<file path="src/rtl/fat16_sector_region_mapper_unit_macros.svh">
// Assertion helpers for the sector region mapper.
`ifndef FAT16_SECTOR_REGION_MAPPER_UNIT_MACROS_SVH
`define FAT16_SECTOR_REGION_MAPPER_UNIT_MACROS_SVH

// Same-cycle implication, checked outside reset.
`define FSRM_ASSERT_NOW(lbl, ante, cons, msg) \
  lbl: assert property (@(posedge clk) disable iff (!rst_n) (ante) |-> (cons)) else $error(msg);

// Next-cycle implication, checked outside reset.
`define FSRM_ASSERT_NEXT(lbl, ante, cons, msg) \
  lbl: assert property (@(posedge clk) disable iff (!rst_n) (ante) |=> (cons)) else $error(msg);

`endif

</file>
<file path="src/rtl/fsrm_pkg.sv">
`timescale 1ns / 1ps
`default_nettype none

package fsrm_pkg;

  localparam int unsigned CFG_IDX_W  = 3;
  localparam int unsigned CFG_DATA_W = 23;

  // Configuration register indexes.
  localparam logic [CFG_IDX_W-1:0] CFG_SECTORS_PER_FAT  = 3'd0;
  localparam logic [CFG_IDX_W-1:0] CFG_ROOT_DIR_SECTORS = 3'd1;
  localparam logic [CFG_IDX_W-1:0] CFG_CLUSTER_SHIFT    = 3'd2;
  localparam logic [CFG_IDX_W-1:0] CFG_CLUSTER_TOTAL    = 3'd3;
  localparam logic [CFG_IDX_W-1:0] CFG_VOLUME_SECTORS   = 3'd4;

  // Reset values of the configuration registers.
  localparam logic [8:0]  RST_SECTORS_PER_FAT  = 9'd16;
  localparam logic [11:0] RST_ROOT_DIR_SECTORS = 12'd2;
  localparam logic [2:0]  RST_CLUSTER_SHIFT    = 3'd0;
  localparam logic [15:0] RST_CLUSTER_TOTAL    = 16'd4096;
  localparam logic [22:0] RST_VOLUME_SECTORS   = 23'd0;

  localparam logic [2:0]  MAX_SHIFT     = 3'd6;
  // Highest cluster count whose top index (count + 1) still fits 16 bits.
  localparam logic [15:0] MAX_CLUSTERS  = 16'hFFFE;
  localparam logic [15:0] CLUSTER_BASE  = 16'd2;

  typedef enum logic [2:0] {
    REGION_BOOT = 3'd0,
    REGION_FAT1 = 3'd1,
    REGION_FAT2 = 3'd2,
    REGION_ROOT = 3'd3,
    REGION_DATA = 3'd4,
    REGION_ZERO = 3'd5,
    REGION_PAST = 3'd6
  } region_t;

  typedef enum logic [1:0] {
    ST_IDLE,
    ST_LOAD,
    ST_CALC,
    ST_EMIT
  } state_t;

  typedef struct packed {
    logic [31:0] first_sector;
    logic [6:0]  run_length;
  } in_item_t;

  typedef struct packed {
    logic [31:0] sector_number;
    logic [2:0]  region;
    logic [11:0] region_offset;
    logic [15:0] cluster_number;
    logic [5:0]  cluster_sector;
    logic        last;
  } out_item_t;

  typedef struct packed {
    logic load;     // latch a new run
    logic calc;     // classify the current sector
    logic advance;  // step to the next sector
  } dp_cmd_t;

  typedef struct packed {
    logic run_empty;  // no sectors left in the run
    logic last;       // classified sector ends the run
  } dp_sts_t;

endpackage

`default_nettype wire

</file>
<file path="src/rtl/fsrm_ctrl.sv">
`timescale 1ns / 1ps
`default_nettype none

module fsrm_ctrl (
  input  wire logic             clk,
  input  wire logic             rst_n,
  input  wire logic             in_valid,
  output logic                  in_ready,
  output logic                  out_valid,
  input  wire logic             out_ready,
  output fsrm_pkg::dp_cmd_t     cmd,
  input  wire fsrm_pkg::dp_sts_t sts
);

  fsrm_pkg::state_t state_r;
  fsrm_pkg::state_t state_nxt;

  always_ff @(posedge clk) begin
    if (!rst_n) begin
      state_r <= fsrm_pkg::ST_IDLE;
    end else begin
      state_r <= state_nxt;
    end
  end

  always_comb begin
    state_nxt   = state_r;
    in_ready    = 1'b0;
    out_valid   = 1'b0;
    cmd         = '0;
    case (state_r)
      fsrm_pkg::ST_IDLE: begin
        in_ready = 1'b1;
        if (in_valid) begin
          cmd.load  = 1'b1;
          state_nxt = fsrm_pkg::ST_LOAD;
        end
      end
      fsrm_pkg::ST_LOAD: begin
        state_nxt = sts.run_empty ? fsrm_pkg::ST_IDLE : fsrm_pkg::ST_CALC;
      end
      fsrm_pkg::ST_CALC: begin
        cmd.calc  = 1'b1;
        state_nxt = fsrm_pkg::ST_EMIT;
      end
      fsrm_pkg::ST_EMIT: begin
        out_valid = 1'b1;
        if (out_ready) begin
          cmd.advance = 1'b1;
          state_nxt   = sts.last ? fsrm_pkg::ST_IDLE : fsrm_pkg::ST_CALC;
        end
      end
      default: begin
        state_nxt = fsrm_pkg::ST_IDLE;
      end
    endcase
  end

endmodule

`default_nettype wire

</file>
<file path="src/rtl/fsrm_datapath.sv">
`timescale 1ns / 1ps
`default_nettype none

module fsrm_datapath #(
  parameter int unsigned MAX_RUN = 64,
  parameter int unsigned CW      = 7
) (
  input  wire logic                             clk,
  input  wire logic                             rst_n,
  input  wire fsrm_pkg::in_item_t               in_item,
  input  wire logic                             cfg_we,
  input  wire logic [fsrm_pkg::CFG_IDX_W-1:0]   cfg_index,
  input  wire logic [fsrm_pkg::CFG_DATA_W-1:0]  cfg_wdata,
  input  wire fsrm_pkg::dp_cmd_t                cmd,
  output fsrm_pkg::dp_sts_t                     sts,
  output fsrm_pkg::out_item_t                   out_item
);

  // Configuration registers
  logic [8:0]  spf_r;
  logic [11:0] rds_r;
  logic [2:0]  shift_cfg_r;
  logic [15:0] ctotal_r;
  logic [22:0] vol_r;

  always_ff @(posedge clk) begin
    if (!rst_n) begin
      spf_r       <= fsrm_pkg::RST_SECTORS_PER_FAT;
      rds_r       <= fsrm_pkg::RST_ROOT_DIR_SECTORS;
      shift_cfg_r <= fsrm_pkg::RST_CLUSTER_SHIFT;
      ctotal_r    <= fsrm_pkg::RST_CLUSTER_TOTAL;
      vol_r       <= fsrm_pkg::RST_VOLUME_SECTORS;
    end else if (cfg_we) begin
      case (cfg_index)
        fsrm_pkg::CFG_SECTORS_PER_FAT:  spf_r       <= cfg_wdata[8:0];
        fsrm_pkg::CFG_ROOT_DIR_SECTORS: rds_r       <= cfg_wdata[11:0];
        fsrm_pkg::CFG_CLUSTER_SHIFT:    shift_cfg_r <= cfg_wdata[2:0];
        fsrm_pkg::CFG_CLUSTER_TOTAL:    ctotal_r    <= cfg_wdata[15:0];
        fsrm_pkg::CFG_VOLUME_SECTORS:   vol_r       <= cfg_wdata;
        default: ;
      endcase
    end
  end

  // Region boundaries, refreshed every cycle from the configuration
  logic [9:0]  fat2_lba_r, fat2_lba_nxt;
  logic [10:0] root_lba_r, root_lba_nxt;
  logic [12:0] data_lba_r, data_lba_nxt;
  logic [22:0] data_end_r, data_end_nxt;
  logic [2:0]  shift_r, shift_nxt;
  logic [15:0] clu_lim;

  always_comb begin
    shift_nxt    = (shift_cfg_r > fsrm_pkg::MAX_SHIFT) ? fsrm_pkg::MAX_SHIFT : shift_cfg_r;
    fat2_lba_nxt = 10'(spf_r) + 10'd1;
    root_lba_nxt = 11'({spf_r, 1'b0}) + 11'd1;
    data_lba_nxt = 13'({spf_r, 1'b0}) + 13'(rds_r) + 13'd1;
    clu_lim      = (ctotal_r > fsrm_pkg::MAX_CLUSTERS) ? fsrm_pkg::MAX_CLUSTERS : ctotal_r;
    data_end_nxt = 23'(data_lba_nxt) + 23'(22'(clu_lim) << shift_nxt);
  end

  always_ff @(posedge clk) begin
    fat2_lba_r <= fat2_lba_nxt;
    root_lba_r <= root_lba_nxt;
    data_lba_r <= data_lba_nxt;
    data_end_r <= data_end_nxt;
    shift_r    <= shift_nxt;
  end

  // Run counter
  logic [31:0]   cur_sector_r, cur_sector_nxt;
  logic [CW-1:0] left_r, left_nxt;
  logic [6:0]    run_clamped;

  assign run_clamped = (in_item.run_length > 7'(MAX_RUN)) ? 7'(MAX_RUN) : in_item.run_length;

  always_comb begin
    cur_sector_nxt = cur_sector_r;
    left_nxt       = left_r;
    if (cmd.load) begin
      cur_sector_nxt = in_item.first_sector;
      left_nxt       = CW'(run_clamped);
    end else if (cmd.advance) begin
      cur_sector_nxt = cur_sector_r + 32'd1;
      left_nxt       = left_r - CW'(1);
    end
  end

  always_ff @(posedge clk) begin
    if (!rst_n) begin
      cur_sector_r <= '0;
      left_r       <= '0;
    end else begin
      cur_sector_r <= cur_sector_nxt;
      left_r       <= left_nxt;
    end
  end

  // Classify stage: boundary compares, registered on calc
  fsrm_pkg::region_t region_r, region_nxt;
  logic [11:0]       base_r, base_nxt;
  logic [21:0]       rel_r, rel_nxt;
  logic              last_r, last_nxt;
  logic              past_end;

  always_comb begin
    past_end   = cur_sector_r >= 32'(vol_r);
    base_nxt   = '0;
    rel_nxt    = cur_sector_r[21:0] - 22'(data_lba_r);
    last_nxt   = past_end || (left_r == CW'(1));
    if (past_end) begin
      region_nxt = fsrm_pkg::REGION_PAST;
    end else if (cur_sector_r == 32'd0) begin
      region_nxt = fsrm_pkg::REGION_BOOT;
    end else if (cur_sector_r < 32'(fat2_lba_r)) begin
      region_nxt = fsrm_pkg::REGION_FAT1;
      base_nxt   = 12'd1;
    end else if (cur_sector_r < 32'(root_lba_r)) begin
      region_nxt = fsrm_pkg::REGION_FAT2;
      base_nxt   = 12'(fat2_lba_r);
    end else if (cur_sector_r < 32'(data_lba_r)) begin
      region_nxt = fsrm_pkg::REGION_ROOT;
      base_nxt   = 12'(root_lba_r);
    end else if (cur_sector_r < 32'(data_end_r)) begin
      region_nxt = fsrm_pkg::REGION_DATA;
    end else begin
      region_nxt = fsrm_pkg::REGION_ZERO;
    end
  end

  always_ff @(posedge clk) begin
    if (cmd.calc) begin
      region_r <= region_nxt;
      base_r   <= base_nxt;
      rel_r    <= rel_nxt;
      last_r   <= last_nxt;
    end
  end

  // Format stage: offsets and cluster fields from the registered class
  logic        has_offset;
  logic        is_data;
  logic [5:0]  cs_mask;
  logic [21:0] rel_shifted;

  always_comb begin
    has_offset  = region_r inside {fsrm_pkg::REGION_FAT1, fsrm_pkg::REGION_FAT2,
                                   fsrm_pkg::REGION_ROOT};
    is_data     = region_r == fsrm_pkg::REGION_DATA;
    cs_mask     = 6'((7'd1 << shift_r) - 7'd1);
    rel_shifted = rel_r >> shift_r;

    out_item.sector_number  = cur_sector_r;
    out_item.region         = region_r;
    out_item.region_offset  = has_offset ? (cur_sector_r[11:0] - base_r) : 12'd0;
    out_item.cluster_number = is_data ? (rel_shifted[15:0] + fsrm_pkg::CLUSTER_BASE) : 16'd0;
    out_item.cluster_sector = is_data ? (rel_r[5:0] & cs_mask) : 6'd0;
    out_item.last           = last_r;
  end

  assign sts.run_empty = left_r == '0;
  assign sts.last      = last_r;

endmodule

`default_nettype wire

</file>
<file path="src/rtl/fat16_sector_region_mapper_unit.sv">
// FAT16 sector region mapper. A transaction on the input channel names a
// start sector and a run length (clamped to MAX_RUN, zero gives nothing);
// the block answers with one result transaction per sector of the run,
// classifying it as boot sector, FAT copy 1 or 2, root directory, data
// cluster (with cluster index from 2 and sector within the cluster), zero
// fill past the last cluster, or a past-end error that closes the run early.
// Sector numbers wrap at 32 bits; last marks the final result of a run.
// Timing: the block takes one run at a time. Accepting a run is followed by
// a setup state, then each sector goes through a compare state, which checks
// the sector against the region boundaries, and an emit state, which presents
// the formatted result until the sink takes it. A new run is accepted the
// cycle after its last result is taken. Write configuration only while no run
// is in flight; region boundaries are re-registered from the configuration
// registers after a write.
`timescale 1ns / 1ps
`default_nettype none

`include "fat16_sector_region_mapper_unit_macros.svh"

module fat16_sector_region_mapper_unit #(
  parameter int unsigned MAX_RUN = 64
) (
  input  wire logic                             clk,
  input  wire logic                             rst_n,
  // request channel
  input  wire logic                             in_valid,
  output logic                                  in_ready,
  input  wire fsrm_pkg::in_item_t               in_item,
  // result channel
  output logic                                  out_valid,
  input  wire logic                             out_ready,
  output fsrm_pkg::out_item_t                   out_item,
  // configuration writes
  input  wire logic                             cfg_we,
  input  wire logic [fsrm_pkg::CFG_IDX_W-1:0]   cfg_index,
  input  wire logic [fsrm_pkg::CFG_DATA_W-1:0]  cfg_wdata
);

  // Counter wide enough to hold the whole clamped run.
  localparam int unsigned CW = $clog2(MAX_RUN + 1);

  fsrm_pkg::dp_cmd_t cmd;
  fsrm_pkg::dp_sts_t sts;

  // Sequencer: accept, settle, then classify/emit per sector.
  fsrm_ctrl u_ctrl (
    .clk       (clk),
    .rst_n     (rst_n),
    .in_valid  (in_valid),
    .in_ready  (in_ready),
    .out_valid (out_valid),
    .out_ready (out_ready),
    .cmd       (cmd),
    .sts       (sts)
  );

  // Config registers, run counter, boundary compare and result formatting.
  fsrm_datapath #(
    .MAX_RUN (MAX_RUN),
    .CW      (CW)
  ) u_datapath (
    .clk       (clk),
    .rst_n     (rst_n),
    .in_item   (in_item),
    .cfg_we    (cfg_we),
    .cfg_index (cfg_index),
    .cfg_wdata (cfg_wdata),
    .cmd       (cmd),
    .sts       (sts),
    .out_item  (out_item)
  );

  // A past-end error always closes the run.
  `FSRM_ASSERT_NOW(a_past_is_last,
                   out_valid && (out_item.region == fsrm_pkg::REGION_PAST),
                   out_item.last, "past-end result without last")

  // One run at a time: never ready for a request while a result is shown.
  `FSRM_ASSERT_NOW(a_one_run, in_ready, !out_valid, "request accepted while result pending")

  // Taking the final result returns the block to accepting requests.
  `FSRM_ASSERT_NEXT(a_last_frees, out_valid && out_ready && out_item.last, in_ready,
                    "block not free after last result")

  // Data clusters are numbered from two.
  `FSRM_ASSERT_NOW(a_cluster_base,
                   out_valid && (out_item.region == fsrm_pkg::REGION_DATA),
                   out_item.cluster_number >= fsrm_pkg::CLUSTER_BASE,
                   "data cluster below base")

endmodule

`default_nettype wire

</file>
<file path="config.mk">
export PLATFORM = sky130hd
export DESIGN_NAME = fat16_sector_region_mapper_unit
export DESIGN_NICKNAME = d
export VERILOG_FILES = /design/src/rtl/fsrm_pkg.sv /design/src/rtl/fsrm_ctrl.sv /design/src/rtl/fsrm_datapath.sv /design/src/rtl/fat16_sector_region_mapper_unit.sv
export VERILOG_INCLUDE_DIRS = /design/src /design/src/rtl
export SDC_FILE = /design/constraint.sdc
export NUM_CORES = 1
export LEC_CHECK = 0
export BUFFER_PORTS_ARGS = -buffer_cell sky130_fd_sc_hd__buf_2
export CORE_AREA = 2 2 151 153
export CTS_CLUSTER_SIZE = 10
export DETAILED_ROUTE_END_ITERATION = 10
export DIE_AREA = 0 0 153 155
export PLACE_DENSITY = 0.8
export SETUP_SLACK_MARGIN = 0.02
export SLEW_MARGIN = 0
export SYNTH_ARGS = -nofsm -noshare
export SYNTH_HDL_FRONTEND = slang
export SYNTH_SLANG_ARGS = --single-unit
</file>
<file path="constraint.sdc">
create_clock -name clk -period 4.38 [get_ports clk]
set_input_delay 1.314 -clock clk [delete_from_list [all_inputs] [get_ports clk]]
set_output_delay 1.314 -clock clk [all_outputs]
set_load 0.03 [all_outputs]
</file>
==> results.ini, run 1 <==
[timing]
worst_pin_slew_ns = 1.05
slew_violations = 0
max_freq_mhz = 240
min_period_ns = 4.16
finalSetupViolations = 0
final.setup_skew_ns = 0.0121
slew_headroom = 0.298
rsz0062_at_grt = true
hold_violations = 0
fin_crit_sh = 0.950
tns_ns = 0
whs_ns = 0.451

[yosys]
synth_top_family_by_area = simple AND/OR/NAND/NOR gates
synthAdderAreaFrac = 0.117
synth_cells = 1548
synth_mux_area_frac = 0.0707
syn_area_um2 = 13100
synthXorXnorAreaFrac = 0.0690
synthArstFlopShare = 0
syn_nets = 1738
yosysSeqAreaShare = 0.331
synth_cell_types = 74
synth_edf_count = 36
yosys_warnings = 0
avgSynthCellArea_um2 = 8.44
synth_compound_area_frac = 0.156
ys.flop_type = dfxtp_1
yosys.area_share.simple = 0.200
ys_seq_elements = 198

[pwr]
peakVddDrop_mv = 0.268
p_per_area_nw_per_um2 = 332
p_leak_nw = 5.93

[floorplanning]
ios = 142
design.core.area_um2 = 22200
initial_core_util = 0.588
die_w_um = 153
num_rows = 55
die-area_um2 = 23700
dieHeight_um = 155

[finish]
layout-drive-gt1-share = 0.148
layout_common_cells = nand2_1 (220), dfxtp_1 (160), a21oi_1 (146)
final_area_um2 = 14600
final-instance-count-excl-fill = 1958
final_common_cell = nand2_1
area_growth_pct = 11.3
nets = 1848

[detailed_routing]
dr_total_vias = 11600
drt-total-wl_mm = 34.4
avgViaCountPerCell = 5.90
wire_per_inst_um = 17.6
drtAntennaViolNets = 0
firstDrtPassIters = 5
drcViolationCount = 0
drt-initial-drc-count = 966

[critical_path]
crit_path_end_kind = output port
critPathKind = flip-flop to output port
rrSetupSlack_ns = 0.29
worstReg2RegStart = u_datapath.spf_r[0]$_SDFFE_PN0P_
crit_fanout = 8
crit_family = adder cells
worst-endpoint-arrival_ns = 2.85
slowest_delay_ns = 0.42
start_kind = flip-flop
reg2reg_to = u_datapath.data_end_r[16]$_DFF_P_
cp.depth = 11
ff2ff_path_depth = 14
crit_path_top_delay_cell = dfxtp_2
worstPathRequired_ns = 3.07
crit_path_end = out_item[33]
crit_start = u_datapath.cur_sector_r[0]$_SDFFE_PN0P_
cp_cell_sequence = inv_1, ha_1, fa_1, nor2b_1, o21a_1, o31ai_1, a21oi_1, a31oi_1, xnor2_1, nor2_1, buf_2
crit_buf_inv = 2

[global_routing]
busiest_layer = met2
track_usage = 0.284
grt_pass1_vias = 10800
overflow = 0
met2_usage = 0.475
grt_util_met3 = 0.0454
grt_use_met1 = 0.366
grt_pass1_wl_mm = 54.5
grt_max_degree = 48
antenna_found_initial = 2

[place]
hpwl_mm = 26.1
dp_cells = 1923
portBuffers = 141
place_area_um2 = 14000
place_congestion = 0.933

[cts]
cts_tree = yes
clkSinkCount = 198
htree_levels = 4
clkTransAtPathRegs_ns = 0.07
clockRootBuffer = clkbuf_16
clk_latency_ns = 0.45
cts_made_buffers = 17
clock_path_buffers = 2

[min_path]
hold_path.class = flip-flop to flip-flop

[outcome]
status = complete, no violations

[run]
maxCapViolCount = 0

-- worst register-to-register path: stages, from the launching register on --
cell and delay, ns:
dfxtp_1 0.42, fa_1 0.48, a21o_1 0.17, a21oi_1 0.22
o21bai_1 0.12, a2111o_1 0.44, a31o_2 0.24, a21oi_1 0.22
xnor2_1 0.13, ha_1 0.24, or4_1 0.51, o211a_1 0.26
o21ai_0 0.23, xor2_1 0.20, mux2i_1 0.09
-- per-layer routing --
metal	wire, µm	vias up	part of all wire
met4	1190	0	0.034
met3	1990	82	0.058
met2	16400	403	0.48
met1	14900	5402	0.43
li1	-	5674	-
met5	0	-	0
-- report_power, final --
group	internal, mW	switching [mW]
Clock	0.778	0.734
Sequential	1.98	0.133
Combinational	0.477	0.732
Total	3.23	1.60
-- per-stage QoR --
| step | utilization | worst slack (ns) | power (mW) |
|---|---|---|---|
| 3_5_place_dp | 0.628 | 0.290 | 3.34 |
| 2_1_floorplan | - | 0.479 | 2.98 |
| 5_1_grt | 0.655 | -0.00312 | 5.05 |
| 3_3_place_gp | 0.628 | 0.468 | 3.29 |
| 4_1_cts | 0.654 | 0.0544 | 4.83 |
| 6_report | 0.655 | 0.219 | 4.83 |
-- how the worst min path moves through the flow --
stage | start | to | depth (start not counted)
after floorplan | u_datapath.spf_r[4]$_SDFFE_PN1P_ | u_datapath.root_lba_r[5]$_DFF_P_ | 0
after global placement | u_datapath.spf_r[1]$_SDFFE_PN0P_ | u_datapath.root_lba_r[2]$_DFF_P_ | 0
after detailed placement | u_datapath.spf_r[4]$_SDFFE_PN1P_ | u_datapath.root_lba_r[5]$_DFF_P_ | 0
after CTS | u_datapath.spf_r[4]$_SDFFE_PN1P_ | u_datapath.root_lba_r[5]$_DFF_P_ | 0
after global routing | u_datapath.spf_r[4]$_SDFFE_PN1P_ | u_datapath.root_lba_r[5]$_DFF_P_ | 0
final | u_datapath.spf_r[4]$_SDFFE_PN1P_ | u_datapath.root_lba_r[5]$_DFF_P_ | 0
-- cell families (layout without fill, tap and decap cells) --
| group | count (synthesis) | in the layout |
|---|---|---|
| AOI/OAI and AO/OA | 329 | 329 |
| xor gates and xnor gates | 103 | 103 |
| buffers and inverters | 179 | 302 |
| DFF | 198 | 198 |
| other | 0 | 2 |
| muxes | 72 | 72 |
| adders and majority gates | 120 | 120 |
| and+or+nand+nor | 547 | 547 |
-- cell usage after synthesis (7+ instances only) --
| library cell | instances | share of area |
|---|---|---|
| clkbuf_1 | 49 | 0.014 |
| nor3_1 | 30 | 0.011 |
| xor2_1 | 45 | 0.030 |
| nor2_1 | 109 | 0.031 |
| nand2_1 | 220 | 0.063 |
| a211oi_1 | 33 | 0.019 |
| a21o_1 | 13 | 0.0075 |
| mux4_2 | 15 | 0.026 |
| nand3_1 | 42 | 0.016 |
| buf_2 | 9 | 0.0034 |
| o21ai_0 | 53 | 0.020 |
| a21oi_1 | 146 | 0.056 |
| mux2_2 | 12 | 0.010 |
| and3_1 | 20 | 0.0096 |
| o211ai_1 | 7 | 0.0040 |
| o21a_1 | 17 | 0.0098 |
| and2_1 | 7 | 0.0034 |
| nand2b_1 | 16 | 0.0077 |
| ha_1 | 116 | 0.11 |
| or4_1 | 7 | 0.0040 |
| nor4_1 | 14 | 0.0067 |
| or3_1 | 10 | 0.0048 |
| nor2b_1 | 17 | 0.0081 |
| nand4_1 | 15 | 0.0072 |
| inv_1 | 107 | 0.031 |
| nor3b_1 | 8 | 0.0046 |
| dfxtp_1 | 162 | 0.25 |
| mux2i_1 | 45 | 0.034 |
| xnor2_1 | 58 | 0.039 |
| edfxtp_1 | 36 | 0.083 |
-- area by class of cell --
type,instances,area (µm²)
multi-input combinational,1171,8030
fill,1864,7680
sequential,198,4330
timing repair buffer,160,848
clock buffer,20,457
inverter,110,418
tap,285,357
clock inverter,12,110
antenna,2,5.00
-- timing repair --
| item | 4_1_cts | 5_1_grt |
|---|---|---|
| setup endpoints to repair | 2 | 5 |
| cloned | 0 | 0 |
| hold buffers | 0 | 0 |
| pin swaps | 0 | 1 |
| setup buffers | 0 | 1 |
| resized for setup | 1 | 2 |
-- registers in the layout, indices dropped and copies added, names as in the netlist --
register and count:
u_datapath.cur_sector_r 32, u_datapath.data_end_r 23, u_datapath.vol_r 23, u_datapath.rel_r 22, u_datapath.ctotal_r 16, u_datapath.data_lba_r 13
u_datapath.rds_r 12, u_datapath.base_r 10, u_datapath.fat2_lba_r 10, u_datapath.root_lba_r 9, u_datapath.spf_r 9, u_datapath.left_r 7
u_datapath.region_r 3, u_datapath.shift_cfg_r 3, u_datapath.shift_r 3, u_ctrl.state_r 2, u_datapath.last_r 1
Note: power is estimated with default switching activity, not from simulation.
==> inputs of run 2 (changes only) <==
- MAX_ROUTING_LAYER: not set -> met4
==> run 2 against run 1 <==
Against the previous run: cell area is 0.10% lower; sequential share of layout area about the same; register-to-register slack better by 0.04 ns; clock skew is 0.0018 ns higher; via count is 0.35% higher; core utilization shrank 0.068 points; largest power group unchanged; sequential power is essentially flat; first-iteration DRC count shrank 0.10%; clock power about the same; highest routed layer unchanged; combinational power is essentially flat.
==> results.ini, run 2 (synthesis gave the netlist of run 1 again) <==
[outcome]
status = complete, no violations

[pwr]
seqPwrFrac = 0.438  ; about the same
switchingPower_mw = 1.61  ; +0.44%
p_leak_nw = 5.92  ; -0.25%
p_per_area_nw_per_um2 = 332  ; -0.13%
peakVddDrop_mv = 0.292  ; +9.1%
p_int_mw = 3.22  ; -0.57%
netSwitchingFraction = 0.333  ; +0.00226
clock_power_share = 0.313  ; about the same
power_frac_comb = 0.249  ; about the same

[finish]
area_growth_pct = 11.2
layout-drive-gt1-share = 0.149  ; about the same
top_regs = u_datapath.cur_sector_r: 32 flops, u_datapath.data_end_r: 23 flops, u_datapath.vol_r: 23 flops
final_area_um2 = 14500  ; -0.10%
final_common_cell = nand2_1
largest_register_ffs = 32  ; unchanged
final-instance-count-excl-fill = 1956  ; -0.10%
nets = 1847  ; -0.054%
top_register = u_datapath.cur_sector_r
layout_common_cells = nand2_1 (220), dfxtp_1 (160), a21oi_1 (146)
fillers = 1859  ; -0.27%

[global_routing]
overflow = 0  ; unchanged
antenna_found_initial = 1  ; -1
grt_pass1_wl_mm = 54.9  ; +0.79%
grt_max_degree = 61  ; +27%
grt_pass1_vias = 10900  ; +0.11%
track_usage = 0.294  ; +0.0107

[critical_path]
crit_fanout = 8  ; unchanged
worstPathRequired_ns = 3.07  ; about the same
worstReg2RegStart = u_datapath.spf_r[0]$_SDFFE_PN0P_
reg2reg_to = u_datapath.data_end_r[17]$_DFF_P_
start_kind = flip-flop
critPathKind = flip-flop to output port
rrSetupSlack_ns = 0.33  ; +0.04 ns
worst-endpoint-arrival_ns = 2.85  ; about the same
crit_path_end_kind = output port
ff2ff_path_depth = 15  ; +1

[cts]
clock_path_buffers = 2  ; unchanged
clkSinkCount = 198  ; unchanged
cts_made_buffers = 17  ; unchanged
clk_latency_ns = 0.45  ; about the same
htree_levels = 4  ; unchanged
hold_buffers = 0  ; unchanged
cts_tree = yes
clkTransAtPathRegs_ns = 0.07  ; about the same
postCtsSetupBuffers = 0  ; unchanged
clockRootBuffer = clkbuf_16

[floorplanning]
design.core.area_um2 = 22200  ; unchanged
die-area_um2 = 23700  ; unchanged
ios = 142  ; unchanged
initial_core_util = 0.588  ; unchanged
dieHeight_um = 155  ; unchanged
num_rows = 55  ; unchanged
die_w_um = 153  ; unchanged

[place]
place_area_um2 = 14000  ; unchanged
place_congestion = 0.925  ; -0.91%
portBuffers = 141  ; unchanged
dp_worst_setup_slack_ns = 0.281  ; -0.00803 ns
hpwl_mm = 26.1  ; -0.17%
dp_cells = 1923  ; unchanged

[timing]
finalSetupViolations = 0  ; unchanged
whs_ns = 0.457  ; +0.00537 ns
fin_crit_sh = 0.950  ; about the same
finalWorstSetupSlack_ns = 0.217  ; -0.00128 ns
hold_violations = 0  ; unchanged
slew_headroom = 0.283  ; -0.0149
rsz0062_at_grt = false
tns_ns = 0  ; unchanged
min_period_ns = 4.16  ; +0.00128 ns
worst_pin_slew_ns = 1.07  ; +0.0223 ns
max_freq_mhz = 240  ; about the same
slew_violations = 0  ; unchanged
final.setup_skew_ns = 0.0139  ; +0.00179 ns

[min_path]
whs_path_depth = 2  ; +2
hp-start = u_datapath.vol_r[7]$_SDFFE_PN0P_
holdPathEnd = u_datapath.vol_r[7]$_SDFFE_PN0P_
hold_path.class = flip-flop to flip-flop

[detailed_routing]
dr_total_vias = 11600  ; +0.35%
avgViaCountPerCell = 5.93  ; +0.46%
drt-initial-drc-count = 965  ; -0.10%
wire_per_inst_um = 17.6  ; +0.31%
drcViolationCount = 0  ; unchanged
firstDrtPassIters = 5  ; unchanged
drt-total-wl_mm = 34.5  ; +0.21%
drtAntennaViolNets = 0  ; unchanged

[run]
maxCapViolCount = 0  ; unchanged

==> run 2: layer usage <==
layer  wire, µm  global-route usage  vias up  part of all wire
met3       2060              0.0373       79             0.060
met1      15000               0.374     5416              0.43
met4       1290               0.123        0             0.037
li1           -                   -     5657                 -
met2      16100               0.479      450              0.47
met5          0                   -        -                 0
==> run 2: power groups by stage <==
stage          Sequential, mW  Combinational, mW  Clock, mW
2_1_floorplan            2.17              0.813          0
3_3_place_gp             2.15               1.14          0
3_5_place_dp             2.15               1.18          0
4_1_cts                  2.11               1.19       1.51
5_1_grt                  2.13               1.32       1.58
6_report                 2.11               1.20       1.51
==> run 2: metrics by stage <==
stage,power [mW],utilization
2_1_floorplan,2.98,-
3_3_place_gp,3.29,0.628
3_5_place_dp,3.33,0.628
4_1_cts,4.81,0.653
5_1_grt,5.03,0.654
6_report,4.82,0.654
==> run 2: what timing repair did <==
item	4_1_cts	5_1_grt
endpoints found under the hold margin	0	0
endpoints found under the setup margin	1	7
gates resized for setup	1	5
pin swaps	0	1
==> run 2: worst max-delay path by stage <==
stage                                             from                                end  depth (start not counted)
2_1_floorplan  u_datapath.cur_sector_r[0]$_SDFFE_PN0P_                       out_item[33]                         10
3_3_place_gp          u_datapath.spf_r[0]$_SDFFE_PN0P_  u_datapath.data_end_r[18]$_DFF_P_                         14
3_5_place_dp          u_datapath.spf_r[0]$_SDFFE_PN0P_  u_datapath.data_end_r[17]$_DFF_P_                         15
4_1_cts        u_datapath.cur_sector_r[0]$_SDFFE_PN0P_                       out_item[33]                         11
5_1_grt        u_datapath.cur_sector_r[0]$_SDFFE_PN0P_                       out_item[33]                         11
6_report       u_datapath.cur_sector_r[0]$_SDFFE_PN0P_                       out_item[33]                         11
==> run 2: area by class of cell <==
cell class,count,area [µm²],area share
flip-flops and latches,198,4330,0.298
well taps,285,357,0.0245
multi-input cells,1171,8030,0.553
clock inverters,13,114,0.00783
diodes,1,2.50,0.000172
repair buffers,159,841,0.0578
clock buffers,19,443,0.0305
inverters,110,418,0.0288
==> run 2: critical path, stage by stage, from the launching register on <==
cell     delay, ns
dfxtp_4       0.40
inv_1         0.11
ha_1          0.25
fa_1          0.41
nor2b_1       0.18
o21a_1        0.18
o31ai_1       0.09
a21oi_1       0.23
a31oi_1       0.14
xnor2_1       0.14
nor2_1        0.10
buf_2         0.20
==> inputs of run 3 (changes only) <==
- CORE_AREA: 2 2 151 153 -> 2 2 174 176
- DIE_AREA: 0 0 153 155 -> 0 0 176 178
- PLACE_DENSITY: 0.8 -> 0.63
==> run 3 against run 2 <==
Against the previous run: global-route usage down 6.4 points; flip-flop and latch count is the same; total power up 1.3%; sequential share of layout area decreased by 0.41 points; via count is 2.4% lower; first-iteration DRC count down 17%.
==> results.ini, run 3 (synthesis gave the netlist of run 1 again) <==
[outcome]
status = complete, no violations

[pwr]
switchingPower_mw = 1.61  ; about the same
clock_power_share = 0.321  ; +0.008
p_per_area_nw_per_um2 = 332  ; about the same
peakVddDrop_mv = 0.194  ; -34%
netSwitchingFraction = 0.329  ; -0.00417
finalPower_mw = 4.88  ; +1.3%
seqPwrFrac = 0.431  ; -0.007
p_leak_nw = 5.95  ; +0.66%
p_int_mw = 3.28  ; +1.9%
power_frac_comb = 0.247  ; -0.002

[finish]
regArea_um2 = 4330  ; about the same
top_regs = u_datapath.cur_sector_r: 32 flops, u_datapath.data_end_r: 23 flops, u_datapath.vol_r: 23 flops
layout-drive-gt1-share = 0.149  ; +0.000751
multi_input_area_um2 = 8030  ; about the same
layout_common_cells = nand2_1 (220), dfxtp_1 (161), a21oi_1 (146)
top_register = u_datapath.cur_sector_r
area_growth_pct = 12.7
nets = 1852  ; +0.27%
final_common_cell = nand2_1
fillers = 2827  ; +52%
final-instance-count-excl-fill = 2067  ; +5.7%
largest_register_ffs = 32  ; unchanged

[critical_path]
crit_path_end_kind = output port
crit_path_top_delay_cell = mux4_2
start_kind = flip-flop
worst-endpoint-arrival_ns = 2.85  ; about the same
critPathKind = flip-flop to output port
worstPathRequired_ns = 3.07  ; about the same
crit_fanout = 26  ; +18
cp_cell_sequence = buf_6, mux4_2, mux2_2, ha_1, nand2_1, nor3_1, nand3b_1, xnor2_1, nor2_1, buf_2
slowest_delay_ns = 0.57  ; +0.16 ns

[detailed_routing]
dr_total_vias = 11300  ; -2.4%
wire_per_inst_um = 17.2  ; -2.7%
drt-total-wl_mm = 35.5  ; +2.8%
drcViolationCount = 0  ; unchanged
firstDrtPassIters = 5  ; unchanged
drt-initial-drc-count = 803  ; -17%
avgViaCountPerCell = 5.48  ; -7.7%
drtAntennaViolNets = 0  ; unchanged

[global_routing]
grt_max_degree = 48  ; -21%
antenna_found_initial = 2  ; +1
grt_pass1_wl_mm = 55.5  ; +1.0%
grt_pass1_vias = 10400  ; -4.3%
overflow = 0  ; unchanged
track_usage = 0.231  ; -0.0637

[timing]
min_period_ns = 4.16  ; -0.00268 ns
fin_crit_sh = 0.950  ; about the same
tns_ns = 0  ; unchanged
hold_violations = 0  ; unchanged
max_freq_mhz = 240  ; about the same
rsz0062_at_grt = false
worst_pin_slew_ns = 0.975  ; -0.0967 ns
final.setup_skew_ns = 0.0196  ; +0.00574 ns
slew_violations = 0  ; unchanged
finalSetupViolations = 0  ; unchanged
finalWorstSetupSlack_ns = 0.220  ; +0.00268 ns
whs_ns = 0.454  ; -0.00220 ns
slew_headroom = 0.348  ; +0.0651

[floorplanning]
initial_core_util = 0.444  ; -0.143
num_rows = 63  ; +15%
design.core.area_um2 = 29400  ; +32%
die-area_um2 = 31300  ; +32%
die_w_um = 176  ; +15%
dieHeight_um = 178  ; +15%
ios = 142  ; unchanged

[cts]
clockRootBuffer = clkbuf_16
hold_buffers = 0  ; unchanged
clkTransAtPathRegs_ns = 0.08  ; about the same
clk_latency_ns = 0.44  ; about the same
clkSinkCount = 198  ; unchanged
cts_made_buffers = 17  ; unchanged
htree_levels = 4  ; unchanged
clock_path_buffers = 2  ; unchanged
cts_tree = yes

[place]
portBuffers = 141  ; unchanged
dp_cells = 2033  ; +5.7%
dp_worst_setup_slack_ns = 0.404  ; +0.123 ns
place_congestion = 0.917  ; -0.81%
hpwl_mm = 27.4  ; +4.9%

[run]
maxCapViolCount = 0  ; unchanged

[min_path]
hold_path.class = flip-flop to flip-flop

## run 3: cell types whose count changed in the layout (fill, tap and decap cells not counted), sizes merged
cell / delta
clkinvlp: -2
diode: +1
inv: -2
bufinv: +1
clkinv: +3
buf: +5
## run 3: final timing paths
check                                         start                                 to  slack [ns]  cells after the start
setup / recovery      u_datapath.shift_r[0]$_DFF_P_                       out_item[20]        0.22                     10
setup reg to reg   u_datapath.rds_r[0]$_SDFFE_PN0P_  u_datapath.data_end_r[17]$_DFF_P_        0.33                     15
hold reg to reg   u_datapath.vol_r[12]$_SDFFE_PN0P_  u_datapath.vol_r[12]$_SDFFE_PN0P_        0.45                      2
hold / removal    u_datapath.vol_r[12]$_SDFFE_PN0P_  u_datapath.vol_r[12]$_SDFFE_PN0P_        0.45                      2
## run 3: area by class of cell
type | count | area share
multi-input combinational | 1171 | 0.545
sequential | 198 | 0.294
timing repair buffer | 164 | 0.0599
tap | 390 | 0.0331
clock buffer | 19 | 0.0301
inverter | 110 | 0.0284
clock inverter | 13 | 0.00926
antenna | 2 | 0.000340
## run 3: worst max-delay path: cells and delay by family, from the launching register on
| family | cells | cell delay, ns |
|---|---|---|
| xor gates and xnor gates | 1 | 0.13 |
| adders and majority gates | 1 | 0.20 |
| buffers and inverters | 2 | 0.46 |
| DFF | 1 | 0.33 |
| muxes | 2 | 0.87 |
| and+or+nand+nor | 4 | 0.42 |
## run 3: timing repair
action	in CTS	in global routing
buffers inserted	0	0
endpoints found under the setup margin	0	7
gates resized for setup	0	2
## run 3: power by group through the flow
stage	Clock [mW]	Combinational [mW]	Sequential, mW
finish	1.57	1.21	2.11
global route	1.67	1.34	2.12
detailed placement	0	1.20	2.15
floorplan	0	0.813	2.17
CTS	1.59	1.20	2.10
global placement	0	1.18	2.14
## run 3: stage by stage
stage	util	instance area (µm²)
floorplan	-	13100
global placement	0.481	14100
detailed placement	0.481	14100
CTS	0.500	14700
global route	0.501	14700
finish	0.501	14700
## run 3: routing by layer
| metal | global-route usage | vias up | wire, µm |
|---|---|---|---|
| met5 | - | - | 0 |
| met4 | 0.0678 | 0 | 702 |
| met3 | 0.0290 | 42 | 1560 |
| met2 | 0.359 | 303 | 16300 |
| met1 | 0.316 | 5310 | 16900 |
| li1 | - | 5665 | - |
